[src/hdl/sbpd_pkg.sv]
// Package for the sync byte packet deframer.
// Holds default parameter values, reset values and the register map.
// No dependencies.
package sbpd_pkg;

  localparam int unsigned DEF_PAYLOAD_BYTES = 16;
  localparam int unsigned DEF_TYPE_COUNT    = 8;

  localparam logic [7:0] SYNC_BYTE_RESET = 8'h5A;

  localparam int unsigned ADDR_W = 3;

  // register word index (paddr[2])
  localparam logic REG_SYNC = 1'b0;

endpackage

[src/hdl/sync_byte_packet_deframer.sv]
// Sync byte packet deframer: hunts for the sync byte, checks the type byte,
// buffers a fixed-length payload in a small RAM and drains it as words.
// Depends on sbpd_pkg.
//
//   port group         dir   handshake          payload
//   in                 in    in_valid/in_stall  rx_byte
//   out                out   out_valid/out_stall pkt_type, payload_byte, byte_index,
//                                               last_byte, header_errors, type_errors
//   cfg                in    APB psel/penable   sync_byte at byte address 0
//
// Each input word is taken in one cycle while framing. After the last payload
// byte the block drains PAYLOAD_BYTES output words through the registered read
// port of the payload RAM, reading the next word only once the previous one is
// taken or none is held; in_stall is high from the last payload byte until the
// last word is taken. rst is synchronous and resets control state, counters and
// sync_byte (to SYNC_BYTE_RESET); the payload RAM is not cleared.
module sync_byte_packet_deframer #(
  parameter int unsigned PAYLOAD_BYTES = sbpd_pkg::DEF_PAYLOAD_BYTES,
  parameter int unsigned TYPE_COUNT    = sbpd_pkg::DEF_TYPE_COUNT
) (
  input  logic                        clk,
  input  logic                        rst,
  input  logic                        in_valid,
  output logic                        in_stall,
  input  logic [7:0]                  rx_byte,
  output logic                        out_valid,
  input  logic                        out_stall,
  output logic [2:0]                  pkt_type,
  output logic [7:0]                  payload_byte,
  output logic [3:0]                  byte_index,
  output logic                        last_byte,
  output logic [15:0]                 header_errors,
  output logic [15:0]                 type_errors,
  input  logic                        psel,
  input  logic                        penable,
  input  logic                        pwrite,
  input  logic [sbpd_pkg::ADDR_W-1:0] paddr,
  input  logic [31:0]                 pwdata,
  output logic [31:0]                 prdata,
  output logic                        pready
);

  localparam int unsigned IW = (PAYLOAD_BYTES > 1) ? $clog2(PAYLOAD_BYTES) : 1;
  localparam logic [IW-1:0] LAST_ADDR = IW'(PAYLOAD_BYTES - 1);

  typedef enum logic [3:0] {
    ST_HUNT  = 4'b0001,
    ST_TYPE  = 4'b0010,
    ST_FILL  = 4'b0100,
    ST_DRAIN = 4'b1000
  } state_t;

  state_t         state;
  logic [7:0]     sync_byte;
  logic [2:0]     held_type;
  logic [IW-1:0]  wr_addr;
  logic [IW-1:0]  rd_addr;
  logic           rd_pend;
  logic [IW-1:0]  out_idx;
  logic [7:0]     rd_data;
  logic [7:0]     mem [PAYLOAD_BYTES];

  logic accept_in;
  logic out_take;
  logic wr_en;
  logic rd_en;
  logic cfg_wr;
  logic type_ok;

  assign pready    = 1'b1;
  assign cfg_wr    = psel && penable && pwrite && pready && (paddr[2] == sbpd_pkg::REG_SYNC);
  assign prdata    = (paddr[2] == sbpd_pkg::REG_SYNC) ? {24'd0, sync_byte} : 32'd0;

  assign in_stall  = (state == ST_DRAIN);
  assign accept_in = in_valid && !in_stall;
  assign out_take  = out_valid && !out_stall;
  assign type_ok   = ({1'b0, rx_byte} < 9'(TYPE_COUNT));
  assign wr_en     = accept_in && (state == ST_FILL);
  assign rd_en     = (state == ST_DRAIN) && !rd_pend &&
                     (!out_valid || (out_take && !last_byte));

  assign payload_byte = rd_data;
  assign byte_index   = 4'(out_idx);

  // payload RAM, one write and one registered read port
  always_ff @(posedge clk) begin
    if (wr_en) begin
      mem[wr_addr] <= rx_byte;
    end
    if (rd_en) begin
      rd_data <= mem[rd_addr];
    end
  end

  always_ff @(posedge clk) begin
    if (rst) begin
      sync_byte <= sbpd_pkg::SYNC_BYTE_RESET;
    end else if (cfg_wr) begin
      sync_byte <= pwdata[7:0];
    end
  end

  always_ff @(posedge clk) begin
    if (rst) begin
      state         <= ST_HUNT;
      held_type     <= 3'd0;
      wr_addr       <= '0;
      rd_addr       <= '0;
      rd_pend       <= 1'b0;
      out_valid     <= 1'b0;
      header_errors <= 16'd0;
      type_errors   <= 16'd0;
    end else begin
      if (out_take) begin
        out_valid <= 1'b0;
      end
      case (state)
        ST_HUNT: begin
          if (accept_in) begin
            if (rx_byte == sync_byte) begin
              state <= ST_TYPE;
            end else begin
              header_errors <= header_errors + 16'd1;
            end
          end
        end
        ST_TYPE: begin
          if (accept_in) begin
            if (type_ok) begin
              held_type <= rx_byte[2:0];
              wr_addr   <= '0;
              state     <= ST_FILL;
            end else begin
              type_errors <= type_errors + 16'd1;
              state       <= ST_HUNT;
            end
          end
        end
        ST_FILL: begin
          if (accept_in) begin
            if (wr_addr == LAST_ADDR) begin
              wr_addr <= '0;
              rd_addr <= '0;
              state   <= ST_DRAIN;
            end else begin
              wr_addr <= wr_addr + 1'b1;
            end
          end
        end
        ST_DRAIN: begin
          if (rd_en) begin
            rd_pend   <= 1'b1;
            out_idx   <= rd_addr;
            last_byte <= (rd_addr == LAST_ADDR);
            pkt_type  <= held_type;
            rd_addr   <= (rd_addr == LAST_ADDR) ? '0 : rd_addr + 1'b1;
          end
          if (rd_pend) begin
            rd_pend   <= 1'b0;
            out_valid <= 1'b1;
          end
          // counters ride on the last word, so hold framing until it is taken
          if (out_take && last_byte) begin
            state <= ST_HUNT;
          end
        end
        default: begin
          state <= ST_HUNT;
        end
      endcase
    end
  end

  a_pend_in_drain: assert property (@(posedge clk) disable iff (rst)
    rd_pend |-> state == ST_DRAIN)
    else $error("read pending outside drain");

  a_issue_slot_free: assert property (@(posedge clk) disable iff (rst)
    rd_pend |-> !out_valid)
    else $error("read issued while output word still held");

  a_fill_to_drain: assert property (@(posedge clk) disable iff (rst)
    (state == ST_FILL && accept_in && wr_addr == LAST_ADDR) |=> state == ST_DRAIN)
    else $error("last payload byte did not start drain");

  a_last_index: assert property (@(posedge clk) disable iff (rst)
    (out_valid && last_byte) |-> byte_index == 4'(PAYLOAD_BYTES - 1))
    else $error("last word carries wrong index");

endmodule

[config.mk]
export PLATFORM = sky130hd
export DESIGN_NAME = sync_byte_packet_deframer
export DESIGN_NICKNAME = d
export VERILOG_FILES = /design/src/hdl/sbpd_pkg.sv /design/src/hdl/sync_byte_packet_deframer.sv
export SDC_FILE = /design/constraint.sdc
export NUM_CORES = 1
export LEC_CHECK = 0
export ABC_AREA = 1
export BUFFER_PORTS_ARGS = -buffer_cell sky130_fd_sc_hd__buf_2
export CAP_MARGIN = 15
export CORE_ASPECT_RATIO = 1.75
export CORE_MARGIN = 2
export CORE_UTILIZATION = 30
export DETAILED_ROUTE_END_ITERATION = 7
export GPL_TIMING_DRIVEN = 0
export PLACE_DENSITY = 0.57
export SLEW_MARGIN = 10
export SYNTH_ARGS = -nofsm -noshare
export SYNTH_HDL_FRONTEND = slang
export SYNTH_SLANG_ARGS = --single-unit
[constraint.sdc]
create_clock -name clk -period 1.6 [get_ports clk]
set_input_delay 0.48 -clock clk [delete_from_list [all_inputs] [get_ports clk]]
set_output_delay 0.48 -clock clk [all_outputs]
set_load 0.01 [all_outputs]
# Yosys cells after proc, flatten, opt, wreduce, memory -nomap -nowiden
# Memory sizes are Yosys's and may differ from the RTL's. A register that Yosys moved wholly into a read port is not among the register bits.
# Cells that the tools add are included.
dict set report classes {
  n_mux 26
  n_addsub 4
  reduce_logical 25
  order_cmp 1
  bitwise 4
  n_eq_ne 15
}
# cell count
set op_table {}
lappend op_table {{2-to-1 mux 4 bit} 14}
lappend op_table {{adder 16 x 1 -> 16 bit (second input constant)} 2}
lappend op_table {{one-hot mux 4 bit (2 select lines)} 2}
lappend op_table {{one-hot mux 4 bit (4 select lines)} 1}
lappend op_table {{equality test 4 bit (second input constant)} 3}
lappend op_table {{AND reduction 3 bit} 4}
lappend op_table {{logical AND 1 bit} 10}
lappend op_table {{!= test 2 bit (second input constant)} 5}
lappend op_table {{adder 4 x 1 -> 4 bit (second input constant)} 2}
lappend op_table {{equality test 8 bit} 1}
lappend op_table {{less-than comparator 8 x 4 -> 1 bit (second input constant)} 1}
lappend op_table {{2-to-1 mux 8 bit} 1}
lappend op_table {{AND reduction 4 bit} 2}
lappend op_table {{2-to-1 mux 1 bit} 7}
lappend op_table {{!= test 2 x 1 -> 1 bit (second input constant)} 3}
lappend op_table {{AND reduction 6 bit} 1}
lappend op_table {{logical NOT 1 bit} 5}
lappend op_table {{equality test 4 x 1 -> 1 bit (second input constant)} 1}
lappend op_table {{equality test 4 x 2 -> 1 bit (second input constant)} 1}
lappend op_table {{equality test 4 x 3 -> 1 bit (second input constant)} 1}
lappend op_table {{inverter 1 bit} 4}
lappend op_table {{nonzero test 2 bit} 2}
lappend op_table {{2-to-1 mux 3 bit} 1}
lappend op_table {{logical OR 1 bit} 1}
dict set report totals {
  ramBits 128
  memories 1
  wordCells 88
  regBits 65
  in_bits 50
  out_inout_bits 83
}
# name depth width read_ports rd_ports_with_merged_regs wr line_no
set mem_list {}
lappend mem_list {mem 16 8 1 1 1 sync_byte_packet_deframer.sv:61} ;# logic [7:0] mem [PAYLOAD_BYTES];

# Logic depth before layout (Yosys ltp)
# Gate-level depths: netlist of the first run.
dict set report depth {
  word_depth 7
  ltp_mapped 12
  ltp_nobuf 12
}

# Worst setup path after synthesis of the first run
# Ideal clock, no wire load.
dict set report synth_path {
  path_type {in2reg}
  start {input rst}
  end {register out_idx[0] (netlist: byte_index[0]), enable pin}
  t_required_ps 1230
  setup_ps 370
  arrival_ps 1272
  path_buffers 2
  slack_ps -43
  stages 3
  path_cell_list {clkbuf_1 clkbuf_1 nor2_1}
}
dict set report synth_via {
  elab_chain_cells 2
}
# element line_no
set synth_rtl {}
lappend synth_rtl {{start: declaration} sync_byte_packet_deframer.sv:22} ;# input logic rst,
lappend synth_rtl {{inverter 1 bit (no source line)} n/a}
lappend synth_rtl {{AND reduction 3 bit (no source line)} n/a}
lappend synth_rtl {{end signal: assignment} sync_byte_packet_deframer.sv:153} ;# out_idx <= rd_addr;
lappend synth_rtl {{end: declaration} sync_byte_packet_deframer.sv:59} ;# logic [IW-1:0] out_idx;
# No other way between the ends.
# A chain may end at the register's enable or synchronous reset.

# Worst setup path after layout of the first run
dict set report layout_path {
  start {register state[0]}
  end {output in_stall}
}
dict set report layout_via {
  elab_chain_cells 1
}
# element line_no
set layout_rtl {}
lappend layout_rtl {{start: declaration} sync_byte_packet_deframer.sv:53} ;# state_t state;
lappend layout_rtl {{start signal: assignment} sync_byte_packet_deframer.sv:105} ;# state <= ST_HUNT;
lappend layout_rtl {{start signal: assignment} sync_byte_packet_deframer.sv:121} ;# state <= ST_TYPE;
lappend layout_rtl {{start signal: assignment} sync_byte_packet_deframer.sv:132} ;# state <= ST_FILL;
lappend layout_rtl {{equality test 4 bit} sync_byte_packet_deframer.sv:74} ;# assign in_stall = (state == ST_DRAIN);
lappend layout_rtl {{end: declaration} sync_byte_packet_deframer.sv:24} ;# output logic in_stall,
# No other way between the ends.

==> qor.yml, run 1 <==
io_buffers: 79
fill_cells: 2953
dp_hpwl_um: 18330
grt_pass1_vias: 7007
synth_compound_area_frac: 0.1107
first_pass_iters: 4
cp.required_ps: 1120
drive_gt1_frac: 0.2979
fin_crit_ps: 1716
top_usage_layer: "met2"
dp_slack_ps: -612.7
fin_crit_sh: 1.073
synth_cell_types: 37
nets: 1171
fin_skew_ps: 13.29
irDropWorstVdd_mv: 0.7022
fmax_mhz: 582.7
ys_warn_count: 0
p_total_w: 0.01122
finish.utilization: 0.3952
synth_xor_xnor_area_share: 0.01636
hold_depth: 3
core-area_um2: 29950
netlist.top_cell.by_area: "edfxtp_1"
ant_nets: 0
wl_um: 26480
die_area_um2: 31790
grt_max_degree: 21
synth_cells: 941
htree_levels: 1
cts_hold_buf: 0
p_leak_nw: 4.363
pin_count: 133
synthToLayoutAreaGrowth_pct: 30.09
grt_pass1_wl_um: 38950
reg2reg_to: "mem[8][3]"
die_w_um: 135.6
yosys.area.top_type_share: 0.4752
crit_path_max_fanout: 2
hold_violations: 0
hold_end: "sync_byte[3]"
avgViaCountPerCell: 4.781
synth_top_flop_cell: "edfxtp_1"
drtIter0Drc: 395
hold_class: "primary input to flip-flop"
worst_pin_slew_ps: 680.3
die_height_um: 234.4
violations: "negative setup slack"
drc: 0
synth-edff-count: 144
layout_commonest_cell: "edfxtp_1"
worstSetupPathType: "flip-flop to primary output"
grt_util_met2: 0.3171
synthSimpleGateAreaFrac: 0.1900
final_area_um2: 11840
overflow: 0
fin_ws_ps: -116.2
synth_adder_area_share: 0.009626
clock-sinks: 201
status: "complete, but fails checks"
synth-seq-cells: 201
drv_slew: 0
clk_pin_slew_ps: 70
relSlewSlack: 0.5464
gp_congestion: 0.8907
reg2reg_slack_ps: -90
initial_utilization: 0.3038
synth_area_um2: 9099
synthTopCellsByArea: "edfxtp_1 (48%), dfxtp_1 (13%), nor2_1 (6.7%), nand2_1 (6.0%), o21ai_0 (4.6%)"
mostFrequentLayoutCells: "edfxtp_1 (144), nand2_1 (137), nor2_1 (127)"
cts_tree: "yes"
hold_start: "pwdata[3]"
place_area_um2: 10070
clock_latency_ps: 500
numCtsBuffers: 20
syn_avg_cell_area_um2: 9.669
r2r-start: "state[0]"
antenna_found_initial: 1
clockBufferDepth: 3
maxCapViolCount: 0
synthArstFlopShare: 0
synth_top_family_by_area: "simple AND/OR/NAND/NOR gates"
setup_viol: 95
grt_setup_unrepaired: "true"
pwr_density_cell_nw_per_um2: 948.3
use_met3: 0.01902
root_buffer: "clkbuf_16"
ys_seq_area_frac: 0.6007
vias: 7248
detail_route.wl_per_cell_um: 17.46
reg2reg_depth: 10
placementRows: 84
grt_use_met1: 0.1590
crit_arrival_ps: 1240
grt_usage: 0.1621
synth_mux_area_frac: 0
crit_path_end_kind: "primary output"
start_kind: "flip-flop"
## worst max path at each step
stage	start	endpoint	slack [ps]	cells after the start
2_1_floorplan	state[0]	mem[12][0]	-30	7
3_3_place_gp	state[0]	mem[13][1]	-610	7
3_5_place_dp	rd_addr[1]	payload_byte[4]	-610	6
4_1_cts	state[1]	in_stall	-140	4
5_1_grt	state[0]	in_stall	-160	4
6_report	state[0]	in_stall	-120	4
## per-stage QoR
step	hold slack, ps	setup TNS [ps]	instances
2_1_floorplan	403.0	-3587	964
3_3_place_gp	413.4	-83300	1430
3_5_place_dp	418.5	-84360	1430
4_1_cts	195.9	-406.4	1498
5_1_grt	228.2	-11650	1516
6_report	228.0	-5619	1516
## layer usage
metal  part of all wire  wire length [um]
met3              0.046              1207
met1               0.34              8922
met4              0.060              1598
met5                  0                 0
met2               0.56             14750
## cells by family (layout without fill, tap and decap cells)
kind of cell	count (synthesis)	after routing
flip-flops	201	201
AND/OR/NAND/NOR	404	404
adder cells (fa/ha/maj)	7	7
buffers and inverters	131	295
XOR/XNOR	17	17
other	2	26
AO/OA/AOI/OAI	179	179
## cells in the mapped netlist, types with 12 or more instances
cell type and number:
a21oi_1 47, buf_2 12, buf_4 28, clkbuf_1 17, dfxtp_1 57, edfxtp_1 144
inv_1 60, nand2_1 145, nand3_1 46, nand4_1 13, nor2_1 162, nor3_1 13
o211ai_1 36, o21ai_0 84
## final cells by class
type,count,area [um2],share of cell area
Antenna cell,1,2.502,0.0002114
Buffer,61,467.9,0.03953
Clock buffer,26,544.3,0.04598
Clock inverter,10,86.33,0.007294
Inverter,70,300.3,0.02537
Multi-Input combinational cell,632,3438,0.2905
Sequential cell,201,5509,0.4654
Tap cell,387,484.2,0.04091
Timing Repair Buffer,127,997.2,0.08425
Timing Repair inverter,1,6.256,0.0005285
## critical path: stages (launching register included)
cell	delay, ps
dfxtp_4	350
nor2_4	130
nand3_4	90
inv_4	70
buf_6	100
## registers in the layout, summed over array words and instances (netlist names)
name,count
mem,128
header_errors,16
type_errors,16
payload_byte,8
sync_byte,8
byte_index,4
rd_addr,4
state,4
wr_addr,4
held_type,3
pkt_type,3
last_byte,1
out_valid,1
rd_pend,1
## repair_timing
action	CTS	global route
gates resized for setup	134	73
pin swaps	31	31
endpoints found under the setup margin	185	160
hold endpoints to repair	0	0
setup buffers	31	17
cloned	1	1
## power by group
| group | switching (W) | internal (W) | total [W] |
|---|---|---|---|
| Clock | 0.00201 | 0.00259 | 0.00459 |
| Sequential | 0.0000455 | 0.00561 | 0.00565 |
| Combinational | 0.000604 | 0.000374 | 0.000978 |
| Total | 0.00266 | 0.00857 | 0.0112 |
No activity file was read; power rests on OpenSTA's default activity.
==> run 2, diff against run 1 <==
- CORE_UTILIZATION: 30 -> 40
- PLACE_DENSITY: 0.57 -> 0.7
- SKIP_CTS_REPAIR_TIMING: not set -> 1
==> run 2 against run 1 <==
Effect of this change:
- the flow still finishes with violations (negative setup slack)
- sequential share of layout area rose by 1.9 points
- setup slack got worse by 13 ps
- register-to-register slack got worse by 40 ps
- first-iteration DRC count rose by 57%
- via count fell by 0.41%
- sequential cell count did not move
- die area fell by 24%
- wire length fell by 5.5%
- global-route usage rose by 2.8 points
- critical path depth rose by 5
- critical path type is now flip-flop to flip-flop
- highest routed layer unchanged
==> qor.yml, run 2 (synthesized netlist as in run 1, its figures left out) <==
setup_viol: 27  # -72%
ant_nets: 0  # unchanged
cts_tree: "yes"
fill_cells: 2025  # -31%
grt_setup_unrepaired: "true"
htree_levels: 1  # unchanged
fin_ws_ps: -128.8  # -12.61 ps
fin_crit_ps: 1729  # +12.61 ps
clock-sinks: 201  # unchanged
overflow: 0  # unchanged
die_w_um: 118.0  # -13%
reg_top3: "mem: 128 flops, header_errors: 16 flops, type_errors: 16 flops"
worst_pin_slew_ps: 693.5  # +13.13 ps
dp_hpwl_um: 16840  # -8.2%
avgViaCountPerCell: 5.159  # +7.9%
clock_latency_ps: 490  # about the same
clk_pin_slew_ps: 70  # about the same
top_register: "mem"
first_pass_iters: 5  # +1
dp.cells: 1343  # -6.1%
crit_arrival_ps: 1960  # +720 ps
dp_slack_ps: -574.9  # +37.88 ps
place_area_um2: 9961  # -1.1%
antenna_found_initial: 0  # -1
placementRows: 73  # -13%
start_kind: "flip-flop"
p_leak_nw: 4.211  # -3.5%
maxCapViolCount: 0  # unchanged
die_height_um: 203.5  # -13%
crit_start: "rd_addr[0]"
hold_violations: 0  # unchanged
status: "complete, but fails checks"
root_buffer: "clkbuf_16"
vias: 7218  # -0.41%
p_total_w: 0.01100  # -2.0%
layout_commonest_cell: "edfxtp_1"
pwr_density_cell_nw_per_um2: 968.7  # +2.2%
initial_utilization: 0.4033  # +0.09955
core-area_um2: 22560  # -25%
drv_slew: 0  # unchanged
antenna_cells: 0  # -1
crit_end: "payload_byte[0]"
reg2reg_slack_ps: -130  # -40 ps
final_area_um2: 11360  # -4.0%
numCtsBuffers: 18  # -10%
gp_congestion: 0.8959  # +0.58%
drc: 0  # unchanged
pin_count: 133  # unchanged
die_area_um2: 24020  # -24%
clockBufferDepth: 3  # unchanged
grt_pass1_vias: 6680  # -4.7%
fin_crit_sh: 1.081  # +0.007879
wl_um: 25010  # -5.5%
worstSetupPathType: "flip-flop to flip-flop"
largest_reg_flops: 128  # unchanged
hold_class: "primary input to flip-flop"
grt_max_degree: 21  # unchanged
nets: 1144  # -2.3%
io_buffers: 79  # unchanged
finish.utilization: 0.5035  # +0.1084
crit_path_max_fanout: 7  # +5
fmax_mhz: 578.4  # -0.73%
drtIter0Drc: 619  # +57%
irDropWorstVdd_mv: 0.9227  # +31%
synthToLayoutAreaGrowth_pct: 24.85
reg2reg_depth: 9  # -1
hold_start: "pwdata[4]"
r2r-start: "rd_addr[0]"
drive_gt1_frac: 0.2721  # -0.02581
grt_pass1_wl_um: 35620  # -8.6%
relSlewSlack: 0.5377  # -0.008756
fin_skew_ps: 10.83  # -2.463 ps
detail_route.wl_per_cell_um: 17.88  # +2.4%
violations: "negative setup slack"
crit_path_end_kind: "flip-flop"
reg2reg_to: "payload_byte[0]"
final_cells: 1399  # -7.7%
mostFrequentLayoutCells: "edfxtp_1 (144), nand2_1 (139), nor2_1 (127)"
cp.required_ps: 1830  # +710 ps
grt_usage: 0.1905  # +0.02832
[run 2: changes by cell type in the layout (fill, tap and decap cells not counted), moves of 4 or more]
| cell | delta |
|---|---|
| clkbuf_4 | -4 |
| dfxtp_1 | +5 |
| clkinv_1 | -4 |
| dfxtp_2 | -6 |
| o21ai_2 | -4 |
| buf_4 | -15 |
| buf_2 | +4 |
| buf_12 | -8 |
| o21ai_0 | +6 |
[run 2: per-stage QoR]
step	hold slack, ps	setup TNS (ps)
floorplan	403.0	-3587
global placement	415.6	-71810
detailed placement	413.6	-75460
CTS	214.2	-60930
global route	233.3	-6021
finish	217.4	-1090
[run 2: metal layers]
layer  GRT usage  up-vias  part of all wire
met3     0.02013       68             0.056
met1      0.1976     3388              0.34
met4     0.09380        0             0.050
li1            -     3459                 -
met5           0        -                 0
met2      0.3744      303              0.56
[run 2: worst min-delay path by stage]
stage,end,cells after the start
2_1_floorplan,pkt_type[0],0
3_3_place_gp,pkt_type[0],0
3_5_place_dp,pkt_type[2],0
4_1_cts,sync_byte[4],3
5_1_grt,sync_byte[4],3
6_report,sync_byte[4],3
[run 2: layout make-up]
cell class                      instances  area [um2]  area share
Clock inverter                          7       90.09    0.007930
Timing Repair inverter                  1       8.758   0.0007710
Tap cell                              300       375.4     0.03304
Multi-Input combinational cell        632        3413      0.3005
Buffer                                 60       444.2     0.03910
Inverter                               70       312.8     0.02754
Sequential cell                       201        5505      0.4846
Timing Repair Buffer                  103       701.9     0.06179
Clock buffer                           25       508.0     0.04472
[run 2: worst max-delay path, cell delays in order (launching register included)]
cell	delay, ps
dfxtp_4	410
buf_12	150
clkinv_8	70
buf_12	140
nor2_2	70
nor2_1	40
o21ai_1	100
o211ai_1	250
nand3_1	160
nand2_2	80
[run 2: where the power goes]
part | leakage [nW] | internal, W | total (W) | switching, W
combinational | 2.15 | 0.000306 | 0.000889 | 0.000583
sequential | 1.77 | 0.00561 | 0.00566 | 0.0000531
clock | 0.289 | 0.00256 | 0.00446 | 0.00190
